===== config.mk =====
export PLATFORM = sky130hd
export DESIGN_NAME = gji_mul
export DESIGN_NICKNAME = d
export VERILOG_FILES = /design/src/rtl/gji_mul.sv
export SDC_FILE = /design/constraint.sdc
export NUM_CORES = 2
export LEC_CHECK = 0
export BUFFER_PORTS_ARGS = -buffer_cell sky130_fd_sc_hd__buf_2
export CAP_MARGIN = 30
export CORE_UTILIZATION = 59
export CTS_BUF_LIST = sky130_fd_sc_hd__clkbuf_4 sky130_fd_sc_hd__clkbuf_8
export CTS_CLUSTER_SIZE = 24
export DETAILED_ROUTE_END_ITERATION = 6
export GPL_TIMING_DRIVEN = 0
export PLACE_DENSITY = 0.76
export SLEW_MARGIN = 20
export SYNTH_ARGS = -nofsm -noshare
export SYNTH_HDL_FRONTEND = slang
export SYNTH_SLANG_ARGS = --single-unit

===== constraint.sdc =====
create_clock -name clk_i -period 11.5 [get_ports clk_i]
set_input_delay 1.15 -clock clk_i [delete_from_list [all_inputs] [get_ports clk_i]]
set_output_delay 1.15 -clock clk_i [all_outputs]
set_load 0.01 [all_outputs]

===== src/rtl/gji_mul.sv =====
// Multiplier: registered Q-format product with rounding and saturation.
module gji_mul #(
  parameter int unsigned FRAC_BITS = 16
) (
  input  logic        clk_i,
  input  logic [31:0] a_i,
  input  logic [31:0] b_i,
  output logic [31:0] p_o
);
  logic signed [63:0] prod_q;
  logic        [63:0] m, r;
  logic               neg;
  logic signed [64:0] v;

  always_ff @(posedge clk_i) prod_q <= $signed(a_i) * $signed(b_i);

  always_comb begin
    neg = prod_q[63];
    m   = neg ? (64'd0 - prod_q) : prod_q;
    r   = (m + (64'd1 << (FRAC_BITS - 1))) >> FRAC_BITS;
    v   = neg ? -$signed({1'b0, r}) : $signed({1'b0, r});
    if (v > 65'sh7FFFFFFF) p_o = 32'h7FFFFFFF;
    else if (v < -65'sh80000000) p_o = 32'h80000000;
    else p_o = v[31:0];
  end
endmodule


==> impl_metrics.env <==
export IMPL_worst_slew_pin_slew_ns=1.23
export IMPL_hold_ws_ns=1.70
export IMPL_worstSetupPathType="input port to flop"
export IMPL_layout_min_cycle_time_ns=10.88
export IMPL_synth_area_leader_cell="fa_1"
export IMPL_start_util=0.600
export IMPL_cpMostUsedCell="fa_1"
export IMPL_largest_register_ff_count=64
export IMPL_dieArea_um2=72700
export IMPL_port_buffers=96
export IMPL_syn_cell_area_um2=42300
export IMPL_die_w_um=270
export IMPL_grt_max_degree=21
export IMPL_cp_top_family="adder cells"
export IMPL_finalWirelength_um=159000
export IMPL_status="finished with violations"
export IMPL_clockBufferDepth=2
export IMPL_ctsHtreeMaxLevel=3
export IMPL_io_pins=97
export IMPL_fp_row_count=97
export IMPL_syn_inst=4697
export IMPL_final_area_um2=44700
export IMPL_yosysMostFrequentCell="fa_1"
export IMPL_dieHeight_um=270
export IMPL_critPathMaxFanout=10
export IMPL_slowest_stage="clkbuf_1"
export IMPL_synth_edf_count=0
export IMPL_cts_tree="yes"
export IMPL_synthTopCellsByArea="fa_1 (51%), inv_1 (9.3%), and2_1 (7.6%)"
export IMPL_cp_num_buf_inv=3
export IMPL_post_cts_buffers=0
export IMPL_first_pass_iters=7
export IMPL_async_reset_ff_frac=0
export IMPL_seq_area_um2=1280
export IMPL_hp_class="input port to flop"
export IMPL_fin_setup_tns_ns=0
export IMPL_synth_seq_cells=64
export IMPL_critPathMaxStageDelay_ns=0.89
export IMPL_cp_end_kind="flop"
export IMPL_cts_buffers_inserted=9
export IMPL_yosysTopAreaCellShare=0.513
export IMPL_synth_nets=6030
export IMPL_grt_pass1_vias=35946
export IMPL_syn_to_final_growth_pct=5.89
export IMPL_regMostFlops="prod_q"
export IMPL_placed_area_um2=44200
export IMPL_maxCapViolations=0
export IMPL_routedWlPerCell_um=27.4
export IMPL_slew_headroom=0.179
export IMPL_synth_cell_types=93
export IMPL_violations="DRC"
export IMPL_grt_overflow_total=0
export IMPL_fmax_mhz=91.9
export IMPL_root_buffer="clkbuf_8"
export IMPL_dp_hpwl_um=131000
export IMPL_drc=1
export IMPL_grt_pass1_wl_um=234000
export IMPL_worstSetupStartpointType="input port"
export IMPL_fin_ws_ns=0.616
export IMPL_vias=34600
export IMPL_multiInputGateArea_um2=36100
export IMPL_min_period_over_period=0.946
export IMPL_grt_setup_unrepaired="false"
export IMPL_yosysSeqAreaShare=0.0303
export IMPL_n_fill_cell=6129
export IMPL_grt_use_total=0.451
export IMPL_place_gp_congestion=1.11
export IMPL_clk_pin_slew_worst_paths_ns=0.08
export IMPL_ctsHoldBuffers=0
export IMPL_finalMaxSlewViolations=0
export IMPL_antenna_found_initial=21
export IMPL_yosys_most_used_dff="dfxtp_1"
export IMPL_drive_gt1_frac=0.0491
export IMPL_top_regs="prod_q: 64 flops"
export IMPL_synth_top_cells_by_count="fa_1 (1,082), inv_1 (1,046), nand2_1 (579)"
export IMPL_postRouteAntennaNets=0
export IMPL_avgSynthCellArea_um2=9.00
export IMPL_setup_viol=0
export IMPL_via_per_inst=5.96
export IMPL_arrival_ns=11.19
export IMPL_worstPathRequired_ns=11.81
export IMPL_yosysWarnings=0
export IMPL_core_um2=70400
export IMPL_drt_iter0_markers=3634
export IMPL_cts_sinks=64
export IMPL_dp_slack_ns=-0.968
export IMPL_finalHoldViolCount=0
export IMPL_fin_nets=6179
[placed cells by master (no fill, tap or decap), types with 10 or more instances in the layout]
cell and instances:
or2_2 10, nor3_1 33, clkbuf_1 219, xnor2_1 136, nand2_1 579, diode_2 16
o21ai_0 72, buf_6 29, and2_1 512, nand4_1 25, o31ai_1 22, o21a_1 22
o21ai_1 38, or3_1 23, dfxtp_1 63, nand2b_1 24, a21oi_1 70, nor2_1 116
xor2_1 69, nor4_1 13, inv_1 1046, ha_1 186, nand3_1 50, buf_2 111
buf_8 18, a21o_1 30, nor2b_1 12, fa_1 1081, and3_1 22
[path summary, 6_finish.rpt]
path	depth (start not counted)	start	to
worst min-delay path	3	a_i[0]	prod_q[0]
worst max-delay path	28	a_i[19]	prod_q[58]
[layer usage]
layer  part of all wire  wire [um]  up-vias  track usage
met5            0.00062         98        -            0
met2               0.41      64500     2505        0.636
met3               0.16      24800      517        0.211
met4              0.069      10900        8        0.255
met1               0.37      58600    17332        0.570
li1                   -          -    14238            -
[layout make-up]
class | instances | share of cell area
multi-input cells | 3335 | 0.806
repair buffers | 141 | 0.0236
plain buffers | 249 | 0.0221
inverters | 1046 | 0.0877
diodes | 16 | 0.000895
clock inverters | 7 | 0.00173
flip-flops and latches | 64 | 0.0287
well taps | 940 | 0.0263
clock buffers | 9 | 0.00277
[kinds of logic after synthesis]
| family | after synthesis | share of synthesized area |
|---|---|---|
| AOI/OAI and AO/OA | 366 | 0.0574 |
| xor gates and xnor gates | 208 | 0.0436 |
| adders and majority gates | 1268 | 0.568 |
| buffers and inverters | 1298 | 0.116 |
| DFF | 64 | 0.0303 |
| muxes | 11 | 0.00269 |
| and+or+nand+nor | 1482 | 0.182 |
[through the flow]
step,instances,util
2_1_floorplan,4697,-
3_3_place_gp,5733,0.624
3_5_place_dp,5756,0.628
4_1_cts,5770,0.631
5_1_grt,5795,0.635
6_report,5807,0.636
[repair_timing]
item | 4_1_cts | 5_1_grt
hold endpoints to repair | 0 | 0
resized for setup | 6 | 5
setup endpoints to repair | 32 | 31
Power is not shown: default switching activity piles up to over one toggle a cycle in this logic, so the estimate is an artifact.
