## config.mk

```make
export PLATFORM = sky130hd
export DESIGN_NAME = gji_div
export DESIGN_NICKNAME = d
export VERILOG_FILES = /design/src/rtl/gji_div.sv
export SDC_FILE = /design/constraint.sdc
export NUM_CORES = 1
export LEC_CHECK = 0
export ABC_AREA = 1
export BUFFER_PORTS_ARGS = -buffer_cell sky130_fd_sc_hd__clkbuf_2
export CAP_MARGIN = 25
export CORE_MARGIN = 5
export CORE_UTILIZATION = 40
export CTS_CLUSTER_DIAMETER = 150
export DETAILED_ROUTE_END_ITERATION = 10
export PLACE_DENSITY = 0.72
export SLEW_MARGIN = 20
export SYNTH_ARGS = -nofsm -noshare
export SYNTH_HDL_FRONTEND = slang
export SYNTH_SLANG_ARGS = --single-unit
```

## constraint.sdc

```tcl
create_clock -name clk_i -period 5.2 [get_ports clk_i]
set_clock_uncertainty 0.05 [all_clocks]
set_input_delay 1.56 -clock clk_i [delete_from_list [all_inputs] [get_ports clk_i]]
set_output_delay 1.56 -clock clk_i [all_outputs]
set_load 0.05 [all_outputs]
```

## src/rtl/gji_div.sv

```systemverilog
// Divider: restoring 64/32 unsigned division, one quotient bit a cycle.
module gji_div (
  input  logic        clk_i,
  input  logic        rst_ni,
  input  logic        start_i,
  input  logic [63:0] num_i,
  input  logic [31:0] den_i,
  output logic        done_o,
  output logic [63:0] quo_o
);
  logic [63:0] quo_q, quo_d;
  logic [32:0] rem_q, rem_d;
  logic [31:0] den_q;
  logic [6:0]  cnt_q, cnt_d;
  logic        busy_q, busy_d;
  logic [32:0] sh;

  always_comb begin
    quo_d = quo_q; rem_d = rem_q; cnt_d = cnt_q; busy_d = busy_q;
    sh = {rem_q[31:0], quo_q[63]};
    if (start_i) begin
      quo_d = num_i; rem_d = '0; cnt_d = 7'd64; busy_d = 1'b1;
    end else if (busy_q) begin
      if (sh >= {1'b0, den_q}) begin
        rem_d = sh - {1'b0, den_q}; quo_d = {quo_q[62:0], 1'b1};
      end else begin
        rem_d = sh; quo_d = {quo_q[62:0], 1'b0};
      end
      cnt_d = cnt_q - 7'd1;
      if (cnt_q == 7'd1) busy_d = 1'b0;
    end
  end

  always_ff @(posedge clk_i or negedge rst_ni) begin
    if (!rst_ni) begin
      busy_q <= 1'b0; cnt_q <= '0;
    end else begin
      busy_q <= busy_d; cnt_q <= cnt_d;
    end
  end

  always_ff @(posedge clk_i) begin
    quo_q <= quo_d; rem_q <= rem_d;
    if (start_i) den_q <= den_i;
  end

  assign done_o = busy_q && (cnt_q == 7'd1);
  assign quo_o  = quo_d;
endmodule

```

==> flow_summary_export.csv <==
group,metric,value,unit
synthesis,syn-num-nets,1264,
grt,grt_pass1_wl,39200,um
synthesis,library_cell_with_the_largest_summed_area_after_synthesis,"dfxtp_1",
power_and_ir_drop,post-layout-total-power,4.88,mW
routing,route.detailed.drc,0,
clocking,clockBufferDepth,2,
grt,global_route.overflow_total,0,
sta,maxClockFrequency,215,MHz
die,floorplan.initialDensity,41.0,%
clocking,cts.sinks,136,
synthesis,syn_inst,1130,
clocking,cts_root_buffer,"clkbuf_16",
setup_path,critical_path_peak_fanout,36,
synthesis,synth.yosys.seq_area_share,38.4,%
sta,report.final.slew_viol_count,0,
cells_and_area,layout.filler_cells,1936,
cells_and_area,final_net_count,1417,
routing,drt_iter0_markers,423,
sta,timing.final.hold_violations,0,
synthesis,synth_area_per_cell,7.11,um^2
placed_design,hpwlAfterDp,18700,um
sta,setup_repair_after_global_routing_missed_its_margin,"no",
clocking,tritoncts,"done",
cells_and_area,layout-drive-gt1-share,19.5,%
routing,num_vias,7696,
grt,grt_pass1_vias,7793,
clocking,post_cts_resized,0,
die,fp.dieArea,23000,um^2
power_and_ir_drop,pwr_density_cell,471,nW/um^2
worst_hold_path,holdCritPathClass,"reg2reg",
setup_path,critPathKind,"reg2out",
setup_path,worst_ep_arrival_time,3050,ps
clocking,hold_buffers,0,
die,fp.dieW,152,um
sta,worstMarginPinSlew,706,ps
grt,antenna_found_initial,0,
placed_design,gp_congestion,0.936,
power_and_ir_drop,cellLeakagePower,5.52,nW
synthesis,post-synth-top-count-cell,"nand2_1",
cells_and_area,layoutNonFillerInstCount,1560,
routing,via_per_inst,4.93,
die,placementRows,51,
routing,avgRoutedWirePerCell,15.3,um
synthesis,netlist.area_leader.share,23.9,%
clocking,cts.reportedPaths.clkPinSlew,60,ps
cells_and_area,area.growth.synth_to_final,29.0,%
setup_path,cp-start-kind,"register",
die,placeableCoreArea,19600,um^2
grt,grt_max_degree,71,
power_and_ir_drop,share_of_power_burned_in_the_clock_network,23.7,%
synthesis,synthTopCellsByCount,"348 x nand2_1, 220 x inv_1, 96 x dfxtp_1",
sta,slew_headroom,53.0,%
sta,setup_viol,0,
power_and_ir_drop,vdd_drop_max,0.000261,V
power_and_ir_drop,power.internal,2.74,mW
sta,setup-tns-final,0,ps
status,result_of_the_run,"finished, final reports clean",
cells_and_area,postLayoutCoreUtil,52.9,%
synthesis,async_flop_share,5.88,%
grt,track_usage,21.7,%
cells_and_area,antenna_diode_count,0,
setup_path,critical_path_required,3590,ps
placed_design,cell_count_after_placement,1529,
job,maxCapViolCount,0,
synthesis,synth.cell_area,8030,um^2
synthesis,synth.top_cells.by_area,"dfxtp_1 24%, nand2_1 16%, edfxtp_1 12%",
die,floorplan.die.height,152,um
routing,drt_pre_antenna_iters,6,
synthesis,netlist-cell-type-count,44,
synthesis,synth_seq_cells,136,
clocking,cts-htree-levels,4,
power_and_ir_drop,seqPwrFrac,28.7,%
die,io_pins,164,
synthesis,ys_dominant_reg_cell,"dfxtp_1",
placed_design,port_buffers,163,
routing,detail-route-antenna-nets,0,
sta,layout_worst_path_cycle_share,89.6,%
routing,totalWireLength,23900,um
sta,fin_ws,539,ps
power_and_ir_drop,p_sw_share,43.8,%
power_and_ir_drop,relative_contribution_of_combinational_cells_to_total_power,47.7,%
setup_path,setup.worst_path.end_class,"output port",
synthesis,yosys_warnings,0,
synthesis,synth_edf_count,32,
clocking,clk_latency,430,ps
sta,period_minus_slack,4660,ps
placed_design,preCtsSetupSlack,681,ps
power_and_ir_drop,p_sw,2.14,mW
clocking,cts.repair_timing.setup_buffer_count,0,
clocking,cts_inserted_buffers,17,
-- critical path, cell delays in order (launching register included) --
cell and delay, ps:
edfxtp_1 320, inv_1 40, ha_1 410, nand2_1 160, nor2_1 220, nand2_1 120
nor2_2 160, nand2_4 220, nand2_8 330, nor2_1 80, o21ai_1 210, clkbuf_2 330
-- cells by family (layout without fill, tap and decap cells) --
group	after synthesis	in the layout	share of synthesized area [%]
AND/OR/NAND/NOR	570	570	31.3
buffers and inverters	264	429	13.0
flip-flops	136	136	38.4
AO/OA/AOI/OAI	116	116	10.8
adder cells (fa/ha/maj)	35	35	5.55
XOR/XNOR	9	9	0.981
-- cell type report --
cell class              instances  area (um^2)  share of cell area (%)
flip-flops and latches        136         3080                    29.8
inverters                     225          845                    8.15
clock inverters                13          105                    1.01
multi-input cells             730         3910                    37.7
repair buffers                173         1640                    15.8
well taps                     265          332                    3.20
clock buffers                  18          450                    4.35
-- cells in the final DEF (no fill, tap or decap), types with 3 or more instances in the layout --
master / n
nand2_2: 9
a21oi_2: 6
nand2_1: 348
inv_1: 219
o21bai_1: 3
nand3_1: 72
nand3b_1: 4
inv_4: 3
clkbuf_2: 114
buf_4: 9
buf_12: 50
inv_2: 5
o211ai_1: 3
ha_1: 34
clkbuf_16: 18
nand4_1: 31
dfrtp_1: 8
a21oi_1: 20
and2_1: 3
nor2_1: 72
nor2_2: 7
inv_6: 7
dfxtp_1: 96
nand3_2: 15
edfxtp_1: 32
xor2_1: 9
o221ai_1: 62
o21ai_0: 14
-- flip-flops by register name, indices dropped and copies added, names as in the netlist --
| register | count |
|---|---|
| cnt_q | 7 |
| den_q | 32 |
| quo_q | 64 |
| busy_q | 1 |
| rem_q | 32 |
-- worst paths after layout --
check	startpoint	end	slack, ps	cells after the start
setup / recovery	den_q[19]$_DFFE_PP_	quo_o[0]	540	11
hold reg to reg	rem_q[27]$_SDFFE_PP0P_	rem_q[27]$_SDFFE_PP0P_	420	2
setup reg to reg	den_q[12]$_DFFE_PP_	rem_q[21]$_SDFFE_PP0P_	2610	14
max in group asynchronous	rst_ni	cnt_q[0]$_DFFE_PN0P_	3970	1
hold / removal	rem_q[27]$_SDFFE_PP0P_	rem_q[27]$_SDFFE_PP0P_	420	2
min in group asynchronous	rst_ni	busy_q$_DFF_PN0_	930	1
-- metal layers --
| metal | up-vias | track usage [%] | part of all wire [%] |
|---|---|---|---|
| met3 | 24 | 6.87 | 8.2 |
| met2 | 221 | 35.9 | 48 |
| met1 | 3505 | 26.8 | 42 |
| met5 | - | 0 | 0 |
| met4 | 0 | 7.05 | 1.9 |
| li1 | 3946 | - | - |
-- per-stage QoR --
step | hold slack [ps] | cell area (um^2)
after CTS | 420 | 10400
after global routing | 448 | 10400
after floorplan | 394 | 8030
after global placement | 409 | 9780
after detailed placement | 409 | 9800
final | 422 | 10400
-- power groups by stage --
stage	Clock, mW	Sequential, mW	Combinational (mW)
6_report	1.15	1.40	2.32
5_1_grt	1.23	1.42	2.60
4_1_cts	1.18	1.40	2.32
3_5_place_dp	0	1.41	2.30
3_3_place_gp	0	1.41	2.27
2_1_floorplan	0	1.39	1.70
(Power assumes the default switching activity.)
